## src/rtl/core/bms_pkg.sv

```systemverilog
// types and constants of the bit matrix store
package bms_pkg;

    localparam int MAX_DIM    = 256;
    localparam int WORD_BITS  = 32;
    localparam int WORD_SHIFT = 5;
    localparam int BIT_IDX_W  = 5;
    localparam int DIM_W      = 9;
    localparam int COORD_W    = 9;
    localparam int PITCH_W    = 5;
    localparam int WD_W       = COORD_W - WORD_SHIFT;
    localparam int SUM_W      = COORD_W + 1;
    localparam int ADDR_WIDE_W = COORD_W + PITCH_W;

    localparam logic [2:0] CMD_CLEAR  = 3'd0;
    localparam logic [2:0] CMD_SET    = 3'd1;
    localparam logic [2:0] CMD_GET    = 3'd2;
    localparam logic [2:0] CMD_FLIP   = 3'd3;
    localparam logic [2:0] CMD_REGION = 3'd4;

    typedef struct packed {
        logic [2:0] cmd;
        logic [7:0] col;
        logic [7:0] row;
        logic [8:0] region_width;
        logic [8:0] region_height;
    } in_item_t;

    typedef struct packed {
        logic bit_value;
        logic range_error;
    } out_item_t;

    typedef enum logic [2:0] {
        OP_NONE,
        OP_CLEAR,
        OP_SET,
        OP_GET,
        OP_FLIP,
        OP_FILL
    } op_t;

    typedef enum logic [2:0] {
        ST_INIT,
        ST_IDLE,
        ST_BIT_READ,
        ST_BIT_WRITE,
        ST_FILL,
        ST_FILL_LAST,
        ST_CLEAR,
        ST_DONE
    } state_t;

    typedef struct packed {
        logic load;
        logic read;
        logic step;
        logic sweep_start;
        logic sweep;
        logic capture;
        logic push;
    } ctrl_cmd_t;

    typedef struct packed {
        op_t  op;
        logic in_err;
        logic fill_last;
        logic sweep_last;
        logic out_free;
    } dp_status_t;

endpackage

```

## src/rtl/core/bms_ctrl.sv

```systemverilog
// controller state machine of the bit matrix store
module bms_ctrl (
    input  logic                clk,
    input  logic                rst_n,
    input  logic                in_valid,
    output logic                in_ready,
    input  logic                cfg_write,
    input  bms_pkg::dp_status_t status,
    output bms_pkg::ctrl_cmd_t  cmd
);
    import bms_pkg::*;

    state_t state_reg;
    state_t state_next;

    always_ff @(posedge clk or negedge rst_n)
    begin
        if (!rst_n)
        begin
            state_reg <= ST_INIT;
        end
        else
        begin
            state_reg <= state_next;
        end
    end

    always_comb
    begin
        state_next = state_reg;
        cmd        = '0;
        in_ready   = 1'b0;
        if (cfg_write)
        begin
            // new dimension means a new, empty matrix
            state_next      = ST_INIT;
            cmd.sweep_start = 1'b1;
        end
        else
        begin
            unique case (state_reg)
                ST_INIT:
                begin
                    cmd.sweep = 1'b1;
                    if (status.sweep_last)
                    begin
                        state_next = ST_IDLE;
                    end
                end
                ST_IDLE:
                begin
                    in_ready = 1'b1;
                    if (in_valid)
                    begin
                        cmd.load = 1'b1;
                        if (status.in_err)
                        begin
                            state_next = ST_DONE;
                        end
                        else
                        begin
                            unique case (status.op)
                                OP_CLEAR:
                                begin
                                    state_next      = ST_CLEAR;
                                    cmd.sweep_start = 1'b1;
                                end
                                OP_SET, OP_GET, OP_FLIP:
                                begin
                                    state_next = ST_BIT_READ;
                                end
                                OP_FILL:
                                begin
                                    state_next = ST_FILL;
                                end
                                default:
                                begin
                                    state_next = ST_DONE;
                                end
                            endcase
                        end
                    end
                end
                ST_BIT_READ:
                begin
                    cmd.read   = 1'b1;
                    state_next = ST_BIT_WRITE;
                end
                ST_BIT_WRITE:
                begin
                    cmd.capture = 1'b1;
                    cmd.push    = status.out_free;
                    state_next  = status.out_free ? ST_IDLE : ST_DONE;
                end
                ST_FILL:
                begin
                    cmd.read = 1'b1;
                    cmd.step = 1'b1;
                    if (status.fill_last)
                    begin
                        state_next = ST_FILL_LAST;
                    end
                end
                ST_FILL_LAST:
                begin
                    // last word of the region is written in this cycle
                    cmd.capture = 1'b1;
                    cmd.push    = status.out_free;
                    state_next  = status.out_free ? ST_IDLE : ST_DONE;
                end
                ST_CLEAR:
                begin
                    cmd.sweep = 1'b1;
                    if (status.sweep_last)
                    begin
                        cmd.capture = 1'b1;
                        cmd.push    = status.out_free;
                        state_next  = status.out_free ? ST_IDLE : ST_DONE;
                    end
                end
                ST_DONE:
                begin
                    if (status.out_free)
                    begin
                        cmd.push   = 1'b1;
                        state_next = ST_IDLE;
                    end
                end
            endcase
        end
    end

endmodule

```

## config.mk

```make
export PLATFORM = sky130hd
export DESIGN_NAME = bms_ctrl
export DESIGN_NICKNAME = d
export VERILOG_FILES = /design/src/rtl/core/bms_pkg.sv /design/src/rtl/core/bms_ctrl.sv
export SDC_FILE = /design/constraint.sdc
export NUM_CORES = 1
export LEC_CHECK = 0
export BUFFER_PORTS_ARGS = -buffer_cell sky130_fd_sc_hd__buf_4
export CAP_MARGIN = 20
export CORE_MARGIN = 2
export CORE_UTILIZATION = 32
export CTS_BUF_LIST = sky130_fd_sc_hd__clkbuf_8
export DETAILED_ROUTE_END_ITERATION = 8
export HOLD_SLACK_MARGIN = 0.08
export PLACE_DENSITY = 0.59
export SLEW_MARGIN = 20
export SYNTH_ARGS = -nofsm -noshare
export SYNTH_HDL_FRONTEND = slang
export SYNTH_SLANG_ARGS = --single-unit
```

## constraint.sdc

```tcl
create_clock -name clk -period 4.35 [get_ports clk]
set_clock_uncertainty 0.05 [all_clocks]
set_input_delay 0.435 -clock clk [delete_from_list [all_inputs] [get_ports clk]]
set_output_delay 0.435 -clock clk [all_outputs]
set_load 0.005 [all_outputs]
```

==> results by group, run 1 <==
Cells and area
  – Number of fill cells: 146
  – Leading cell type in the layout, fill and taps excluded: buf_4
  – Final non-filler cell total: 93
  – Number of nets in the finished design: 89
  – Layout Cell Area excl Fill: 636 um^2
  – Area Overhead vs Synth: 27.6%
  – Most frequent cells in the layout: buf_4 (18), a21oi_1 (6), nor2_1 (5)
  – Layout cells sized above 1: 39.0%
  – Number of antenna repair diodes: 0
  – Largest register FFs: 3

Floorplanning
  – Starting utilization of the core area: 33.4%
  – Area of the core: around 1500 um^2
  – Row cnt: 14
  – Chip Width: roughly 43 um
  – Total Die Area: 1890 um^2
  – Overall die height: about 43 um
  – Number of placed I/O pins: 19

Place
  – Placed Area: 581 um^2
  – Post-Place Cells: 88
  – Weighted congestion at the end of routability-driven global placement: 0.761
  – Number of I/O port buffers: 18
  – Detail Placement HPWL: 784 um
  – Dpl ws: 2.34 ns

Global routing
  – Pin count of the biggest net entering global routing: 21
  – Antenna violations before repair: 0
  – Overall fraction of global-route tracks in use: 14.4%
  – First-pass GRT wire length: 1.99 mm
  – Vias in the first global route: 469
  – Remaining global-route overflow: 0

Pwr
  – Static Leakage: 0.286 nW
  – Switching Fraction: between 30% and 40%
  – Max rail drop VDD: 136 uV
  – Internal Dissipation: 0.000134 W
  – Power per cell area: 316 nW/um^2
  – Reg power frac: 24.5%
  – Clk network pwr share: 39.6%
  – Combinational Power Share: 35.9%
  – Switching component of the power: about 0.000067 W

Worst setup path
  – CP Capture Type: output port
  – Crit Reg-Reg Endpoint: state_reg[2]$_DFFE_PN0P_
  – CP max stage delay: 0.63 ns
  – FF-to-FF setup slack: 2.60 ns
  – Critical path buffers and inverters: 1
  – Maximum net fanout on the critical path: 18
  – Largest delay share family, worst path: simple AND/OR/NAND/NOR gates
  – R2r worst-path depth: 4
  – Cell with the largest stage delay on the worst path: dfrtp_1
  – Kind of start point of the critical path: flop
  – Worst EP arrival: 1.75 ns
  – Required time worst endpoint: 3.87 ns
  – Path type of the worst setup path: reg2out
  – Cell-by-cell listing of the critical path: or3b_4 -> nor3b_1 -> a21o_1 -> buf_4
  – Origin of the critical flop-to-flop path: state_reg[1]$_DFFE_PN0P_

Drt
  – Mean routed wirelength per cell: 11.5 um
  – Number of violations reported at the end of detailed-routing iteration 0: 4
  – Vias per std cell: 5.33
  – DRC: 0
  – Via count: 496
  – Count of nets left with antenna violations after detail routing: 0
  – Wire length after detailed routing: 1.07 mm
  – Router iterations before antenna repair: 4

Timing
  – Remaining max-slew budget at the tightest pin: 61.2%
  – Worst-margin pin slew: 0.582 ns
  – Final count of hold timing violations: 0
  – Max-slew violation total from the final report: 0
  – Period utilization: 51.4%
  – Setup Total Neg Slack: 0 ns
  – Highest clock frequency the design can meet: 448 MHz
  – Unrepaired setup endpoints after global routing: false
  – Minimum setup slack in the final design: 2.12 ns
  – Final-report setup violation count: 0
  – Post-layout minimum cycle time: 2.23 ns

Clocking
  – TritonCTS Buffers: 3
  – Clock-pin transition on the worst setup and hold timing paths: 0.03 ns
  – Clock sink total: 3
  – Level count of the clock H-tree: 1
  – Clock root buffer: clkbuf_8
  – Count of cells resized by post-cts repair: 0
  – Clock tree from TritonCTS: built
  – Clock tree buffer depth: 2
  – Worst skew pair latency: between 0.2 and 0.25 ns

Run
  – Max cap viols: 0

Hold path
  – Hold WC Path Type: in2reg
  – Worst Hold Endpoint: state_reg[0]$_DFFE_PN0P_
  – Hold Crit Start: cfg_write
  – Hold Crit Depth: 2

Synthesis
  – Area share of the leading cell type in the synthesized netlist: about 15%
  – Unique masters post-synth: 33
  – Cell types with the largest area share after synthesis: dfrtp_1 (15%), buf_6 (9.0%), a21oi_1 (6.0%)
  – Mean Syn Cell Area: about 8.3 um^2
  – Post-synthesis cell count: 60
  – Area of the mapped netlist: 498 um^2
  – Number of synthesized register bits: 3
  – Synthesized netlist net count: 71
  – Cell taking the most area after synthesis: dfrtp_1
  – Synth Warn #: 0
  – Part of the Yosys area used for sequential elements: 15.1%

Run status
  – Status: completed
power groups by stage:
stage               clock (W)  combinational [W]  sequential [W]
finish              0.0000794          0.0000721       0.0000491
global route        0.0000860          0.0000808       0.0000510
CTS                 0.0000808          0.0000729       0.0000489
detailed placement          0          0.0000720       0.0000494
global placement            0          0.0000718       0.0000493
floorplan                   0          0.0000727       0.0000353
final cells by class:
cell class | instances | area, um^2 | area share, %
clock inverters | 1 | 3.75 | 0.591
multi-input cells | 50 | 347 | 54.5
inverters | 1 | 3.75 | 0.591
clock buffers | 3 | 41.3 | 6.50
well taps | 16 | 20.0 | 3.15
repair buffers | 19 | 145 | 22.8
flip-flops and latches | 3 | 75.1 | 11.8
metal layers:
layer	routed length (um)	part of all wire, %	global-route usage [%]	vias up
met4	25	2.3	9.09	0
li1	-	-	-	257
met1	465	44	18.5	227
met3	23	2.2	3.75	3
met2	553	52	21.2	9
met5	0	0	0	-
kinds of logic after synthesis:
group | Yosys count | share of synthesized area (%)
simple gates | 29 | 39.7
flops | 3 | 15.1
xor+xnor | 1 | 1.76
mux | 1 | 2.01
buf+inv | 7 | 15.3
compound gates | 19 | 26.1
synthesized netlist by cell type:
library cell  number
and2b_2            1
nor3b_1            4
and2_1             1
o2bb2ai_1          1
nor4_2             1
nor4b_2            1
nor2b_1            1
a21o_2             2
a21o_1             2
mux2i_1            1
a211oi_1           1
nand3_1            2
nor3_2             1
clkbuf_8           2
nor3_1             4
o21a_1             1
a311oi_1           1
a21oi_1            6
or4b_4             1
or3b_1             1
a31oi_1            1
xor2_1             1
or3b_4             1
dfrtp_1            3
nor2_1             5
nand2_1            3
o21ai_0            2
inv_1              1
buf_6              4
o22ai_1            1
o211ai_2           1
nand4b_1           1
nand2b_1           1
per-stage QoR:
stage	power, W	hold WS, ns	util, %
2_1_floorplan	0.000108	0.0894	-
3_3_place_gp	0.000121	0.175	39.0
4_1_cts	0.000203	0.417	42.7
3_5_place_dp	0.000121	0.174	39.0
6_report	0.000201	0.418	42.7
5_1_grt	0.000218	0.428	42.7
timing repair:
action | in CTS | in global routing
hold buffers | 1 | 0
endpoints found under the hold margin | 3 | 0
setup buffers | 0 | 0
how the worst max path moves through the flow:
stage	start	endpoint	slack, ns	cells past startpoint
after floorplan	state_reg[1]$_DFFE_PN0P_	cmd[3]	2.64	4
after global placement	state_reg[0]$_DFFE_PN0P_	cmd[3]	2.35	4
after detailed placement	state_reg[0]$_DFFE_PN0P_	cmd[3]	2.34	4
after CTS	state_reg[0]$_DFFE_PN0P_	cmd[3]	2.11	4
after global routing	state_reg[0]$_DFFE_PN0P_	cmd[3]	1.99	4
final	state_reg[0]$_DFFE_PN0P_	cmd[3]	2.12	4
Power figures use the tool's default switching activity.
==> inputs of run 2 (changes only) <==
--- a/config.mk
+++ b/config.mk
@@ -12,7 +12,7 @@
 export CTS_BUF_LIST = sky130_fd_sc_hd__clkbuf_8
 export DETAILED_ROUTE_END_ITERATION = 8
 export HOLD_SLACK_MARGIN = 0.08
-export PLACE_DENSITY = 0.59
+export PLACE_DENSITY = 0.61
 export SLEW_MARGIN = 20
 export SYNTH_ARGS = -nofsm -noshare
 export SYNTH_HDL_FRONTEND = slang
==> constraint.sdc (replaced) <==
create_clock -name clk -period 1.9 [get_ports clk]
set_clock_uncertainty 0.05 [all_clocks]
set_input_delay 0.19 -clock clk [delete_from_list [all_inputs] [get_ports clk]]
set_output_delay 0.19 -clock clk [all_outputs]
set_load 0.005 [all_outputs]
==> results by group, run 2 (synthesis gave the netlist of run 1 again) <==
Run status
  – Status: completed

Place
  – Dpl ws: 0.300 ns
  – Weighted congestion at the end of routability-driven global placement: approximately 0.77
  – Number of I/O port buffers: 18
  – Detail Placement HPWL: around 900 um
  – Post-Place Cells: 91

Global routing
  – Vias in the first global route: 476
  – Antenna violations before repair: 0
  – Remaining global-route overflow: 0
  – First-pass GRT wire length: between 2 and 2.5 mm
  – Overall fraction of global-route tracks in use: between 10 and 15%
  – Pin count of the biggest net entering global routing: 16

Timing
  – Post-layout minimum cycle time: 1.80 ns
  – Final-report setup violation count: 0
  – Unrepaired setup endpoints after global routing: false
  – Setup Total Neg Slack: 0 ns
  – Worst-margin pin slew: 0.294 ns
  – Period utilization: between 90% and 100%
  – Minimum setup slack in the final design: 0.105 ns
  – Remaining max-slew budget at the tightest pin: roughly four fifths
  – Highest clock frequency the design can meet: 557 MHz
  – Max-slew violation total from the final report: 0
  – Final count of hold timing violations: 0

Floorplanning
  – Number of placed I/O pins: 19
  – Starting utilization of the core area: 33.4%
  – Area of the core: 1490 um^2
  – Overall die height: approximately 43 um
  – Row cnt: 14
  – Chip Width: 43.5 um
  – Total Die Area: 1890 um^2

Worst setup path
  – Origin of the critical flop-to-flop path: state_reg[2]$_DFFE_PN0P_
  – Worst EP arrival: 1.56 ns
  – Required time worst endpoint: 1.66 ns
  – FF-to-FF setup slack: 0.38 ns
  – R2r worst-path depth: 4
  – Kind of start point of the critical path: flop
  – CP Capture Type: output port
  – Maximum net fanout on the critical path: 9
  – Crit Reg-Reg Endpoint: state_reg[2]$_DFFE_PN0P_
  – Path type of the worst setup path: reg2out

Cells and area
  – Layout cells sized above 1: between 40 and 50%
  – Share of the core filled with cells in the final layout: 44.4%
  – Most frequent cells in the layout: buf_4 (21), a21oi_1 (6), nor2_1 (5)
  – Final non-filler cell total: 96
  – Number of nets in the finished design: ~90
  – Area Overhead vs Synth: 32.7%
  – Largest register FFs: 3
  – Leading cell type in the layout, fill and taps excluded: buf_4
  – Number of antenna repair diodes: 0

Clocking
  – Worst skew pair latency: 0.21 ns
  – TritonCTS Buffers: 3
  – Buffers inserted by post-CTS timing repair: 0
  – Clock tree from TritonCTS: built
  – Clock sink total: 3
  – Level count of the clock H-tree: 1
  – Clock tree buffer depth: 2
  – Clock-pin transition on the worst setup and hold timing paths: 0.03 ns
  – Clock root buffer: clkbuf_8

Run
  – Max cap viols: 0

Drt
  – DRC: 0
  – Mean routed wirelength per cell: about 12 um
  – Met2 WL post-DR: 592 um
  – Metal-1 WL: 527 um
  – Wire length after detailed routing: roughly 1.2 mm
  – Length of routed met3 wiring: 32 um
  – DR top layer: met3
  – Vias per std cell: between 5 and 6
  – Via count: 497
  – Count of nets left with antenna violations after detail routing: 0
  – Router iterations before antenna repair: 4
  – Number of violations reported at the end of detailed-routing iteration 0: 2

Pwr
  – Static Leakage: ~0.3 nW
  – Max rail drop VDD: 495 uV
  – Power per cell area: 717 nW/um^2

Hold path
  – Worst Hold Endpoint: state_reg[0]$_DFFE_PN0P_
  – Hold Crit Start: cfg_write
  – Hold Crit Depth: 2
  – Hold WC Path Type: in2reg
==> run 2: worst max-delay path, stage by stage, from the launching register on <==
cell and delay [ns]:
dfrtp_2 0.45, or3b_4 0.44, nor3b_1 0.21, a21o_1 0.14, buf_4 0.10
==> run 2: repair_timing <==
| action | CTS | global route |
|---|---|---|
| hold endpoints to repair | 3 | 0 |
| endpoints found under the setup margin | 0 | 1 |
| hold buffers | 1 | 0 |
| gates resized for setup | 0 | 2 |
==> run 2: layer usage <==
| metal | global-route usage [%] | vias up |
|---|---|---|
| met5 | 0 | - |
| met4 | 3.64 | 0 |
| met3 | 1.25 | 0 |
| met2 | 25.4 | 8 |
| met1 | 19.1 | 228 |
| li1 | - | 261 |
==> run 2: cell type report <==
cell class	instances	area [um^2]
fill	151	828
inverter	1	3.75
sequential	3	77.6
timing repair buffer	22	168
multi-input combinational	50	347
tap	16	20.0
clock buffer	3	41.3
clock inverter	1	3.75
==> run 2: report_power, final <==
part | internal (W) | leakage, nW | total, W | switching, W
registers | 0.0000745 | 0.0372 | 0.0000928 | 0.0000183
logic | 0.000107 | 0.235 | 0.000204 | 0.0000979
clock network | 0.000137 | 0.0269 | 0.000177 | 0.0000392
==> run 2: worst max-delay path by stage <==
stage,start,to,slack (ns),depth (start not counted)
final,state_reg[2]$_DFFE_PN0P_,cmd[3],0.10,4
after global routing,state_reg[2]$_DFFE_PN0P_,cmd[3],0.009,4
after CTS,state_reg[2]$_DFFE_PN0P_,cmd[3],0.07,4
after detailed placement,state_reg[2]$_DFFE_PN0P_,cmd[3],0.30,4
after global placement,state_reg[2]$_DFFE_PN0P_,cmd[3],0.34,4
after floorplan,state_reg[0]$_DFFE_PN0P_,state_reg[2]$_DFFE_PN0P_,0.43,5
==> run 2: stage by stage <==
step / cell area (um^2) / hold slack [ns] / total power (W)
2_1_floorplan: 498 / -0.156 / 0.000247
3_3_place_gp: 603 / -0.0697 / 0.000291
3_5_place_dp: 603 / -0.0700 / 0.000294
4_1_cts: 658 / 0.188 / 0.000474
5_1_grt: 661 / 0.196 / 0.000513
6_report: 661 / 0.182 / 0.000474
==> inputs of run 3 (changes only) <==
==> constraint.sdc (replaced) <==
create_clock -name clk -period 1.6 [get_ports clk]
set_clock_uncertainty 0.05 [all_clocks]
set_input_delay 0.16 -clock clk [delete_from_list [all_inputs] [get_ports clk]]
set_output_delay 0.16 -clock clk [all_outputs]
set_load 0.005 [all_outputs]
==> results by group, run 3 (synthesis gave the netlist of run 1 again) <==
Drt
  – DRC: 0
  – Mean routed wirelength per cell: between 10 and 15 um
  – Router iterations before antenna repair: 4
  – Number of violations reported at the end of detailed-routing iteration 0: 9
  – Via count: 523
  – Vias per std cell: 5.34
  – Wire length after detailed routing: approximately 1.2 mm
  – Count of nets left with antenna violations after detail routing: 0

Place
  – Post-Place Cells: 91
  – Detail Placement HPWL: 843 um
  – Number of I/O port buffers: 18
  – Dpl ws: 0.119 ns
  – Weighted congestion at the end of routability-driven global placement: 0.768

Hold path
  – Hold Crit Start: cfg_write
  – Hold Crit Depth: 2
  – Hold WC Path Type: in2reg
  – Worst Hold Endpoint: state_reg[0]$_DFFE_PN0P_

Timing
  – Max-slew violation total from the final report: 0
  – Highest clock frequency the design can meet: roughly 620 MHz
  – Final-report setup violation count: 2
  – Period utilization: 101%
  – Final count of hold timing violations: 0
  – Unrepaired setup endpoints after global routing: true
  – Setup Total Neg Slack: -0.0120 ns
  – Minimum setup slack in the final design: -0.0115 ns
  – Post-layout minimum cycle time: 1.61 ns
  – Worst-margin pin slew: between 0.3 and 0.4 ns
  – Remaining max-slew budget at the tightest pin: 78.4%

Pwr
  – Switching Fraction: roughly a third
  – Internal Dissipation: between 0.0004 and 0.0005 W
  – Combinational Power Share: 48.9%
  – Switching component of the power: 0.000205 W
  – Power per cell area: 846 nW/um^2
  – Reg power frac: between 10% and 20%
  – Static Leakage: 0.313 nW
  – Max rail drop VDD: 663 uV
  – Clk network pwr share: 35.1%
  – Tot Pwr: 0.000608 W

Worst setup path
  – Cell with the largest stage delay on the worst path: or3b_4
  – Worst EP arrival: about 1.4 ns
  – CP Capture Type: output port
  – Largest delay share family, worst path: simple AND/OR/NAND/NOR gates
  – Cell-by-cell listing of the critical path: or3b_4 -> nor3b_2 -> a21o_1 -> buf_4
  – Crit Reg-Reg Endpoint: state_reg[2]$_DFFE_PN0P_
  – CP max stage delay: ~0.43 ns
  – FF-to-FF setup slack: 0 ns
  – Kind of start point of the critical path: flop
  – Critical path buffers and inverters: 1
  – Required time worst endpoint: 1.39 ns
  – R2r worst-path depth: 5
  – Path type of the worst setup path: reg2out
  – Maximum net fanout on the critical path: 3
  – Origin of the critical flop-to-flop path: state_reg[1]$_DFFE_PN0P_

Clocking
  – Clock sink total: 3
  – Worst skew pair latency: around 0.22 ns
  – Clock tree buffer depth: 2
  – TritonCTS Buffers: 3
  – Clock root buffer: clkbuf_8
  – Clock-pin transition on the worst setup and hold timing paths: 0.03 ns
  – Clock tree from TritonCTS: built
  – Level count of the clock H-tree: 1

Cells and area
  – Number of nets in the finished design: 94
  – Number of antenna repair diodes: 0
  – Leading cell type in the layout, fill and taps excluded: buf_4
  – Layout cells sized above 1: roughly 49%
  – Area Overhead vs Synth: 44.2%
  – Number of fill cells: 139
  – Most frequent cells in the layout: buf_4 (22), a21oi_1 (6), nor3_1 (4), nor2_1 (4)
  – Largest register FFs: 3
  – Final non-filler cell total: 98

Global routing
  – Antenna violations before repair: 0
  – Vias in the first global route: around 470
  – Pin count of the biggest net entering global routing: 19
  – Overall fraction of global-route tracks in use: 13.7%
  – Remaining global-route overflow: 0
  – First-pass GRT wire length: 1.99 mm

Floorplanning
  – Chip Width: 43.5 um
  – Overall die height: 43.5 um
  – Area of the core: 1490 um^2
  – Starting utilization of the core area: between 30% and 40%
  – Number of placed I/O pins: 19
  – Total Die Area: 1890 um^2
  – Row cnt: 14

Run status
  – Status: complete, but fails checks
  – Failing checks: setup timing

Run
  – Max cap viols: 0
==> run 3: cell types whose count changed in the layout (fill, tap and decap cells not counted), sizes merged <==
cell	before	now
buf	21	23
==> run 3: worst max-delay path by stage <==
stage	from	end	slack [ns]	depth (start not counted)
floorplan	state_reg[0]$_DFFE_PN0P_	state_reg[2]$_DFFE_PN0P_	0.13	5
global placement	state_reg[0]$_DFFE_PN0P_	state_reg[2]$_DFFE_PN0P_	0.13	4
detailed placement	state_reg[0]$_DFFE_PN0P_	state_reg[2]$_DFFE_PN0P_	0.12	4
CTS	state_reg[1]$_DFFE_PN0P_	cmd[3]	-0.02	4
global route	state_reg[1]$_DFFE_PN0P_	cmd[1]	-0.08	5
finish	state_reg[1]$_DFFE_PN0P_	cmd[3]	-0.01	4
==> run 3: cell type report <==
cell class | instances | area, um^2 | area share, %
inverters | 1 | 3.75 | 0.523
clock inverters | 1 | 3.75 | 0.523
clock buffers | 3 | 41.3 | 5.75
multi-input cells | 50 | 388 | 54.0
flip-flops and latches | 3 | 75.1 | 10.5
repair buffers | 24 | 186 | 26.0
well taps | 16 | 20.0 | 2.79
==> run 3: power groups by stage <==
stage          registers (W)  clock network, W  logic, W
3_5_place_dp       0.0000995                 0  0.000247
2_1_floorplan      0.0000961                 0  0.000198
6_report           0.0000972          0.000213  0.000297
5_1_grt            0.0000997          0.000234  0.000325
4_1_cts            0.0000964          0.000221  0.000270
3_3_place_gp       0.0000985                 0  0.000247
==> run 3: metal layers <==
| metal | GRT usage [%] | routed length [um] | vias to the layer above |
|---|---|---|---|
| li1 | - | - | 266 |
| met1 | 17.8 | 514 | 240 |
| met2 | 22.4 | 620 | 17 |
| met3 | 5.00 | 65 | 0 |
| met4 | 1.82 | 0 | 0 |
| met5 | 0 | 0 | - |
==> run 3: per-stage QoR <==
step / utilization, % / area, um^2 / hold slack (ns)
after CTS: 45.7 / 681 / 0.152
after floorplan: - / 498 / -0.186
after detailed placement: 40.5 / 603 / -0.0996
final: 48.2 / 718 / 0.176
after global placement: 40.5 / 603 / -0.101
after global routing: 48.2 / 718 / 0.174
==> run 3: worst reg2reg max path: cells and delay by family (launching register included) <==
kind | cells | cell delay, ns
flops | 1 | 0.39
buf+inv | 1 | 0.16
simple gates | 2 | 0.51
compound gates | 2 | 0.37
==> run 3: timing repair <==
item                       CTS  global route
resized for setup            2             6
pin swaps                    3             2
buffers inserted             2             0
hold buffers                 1             0
hold endpoints to repair     3             0
setup endpoints to repair    3             8
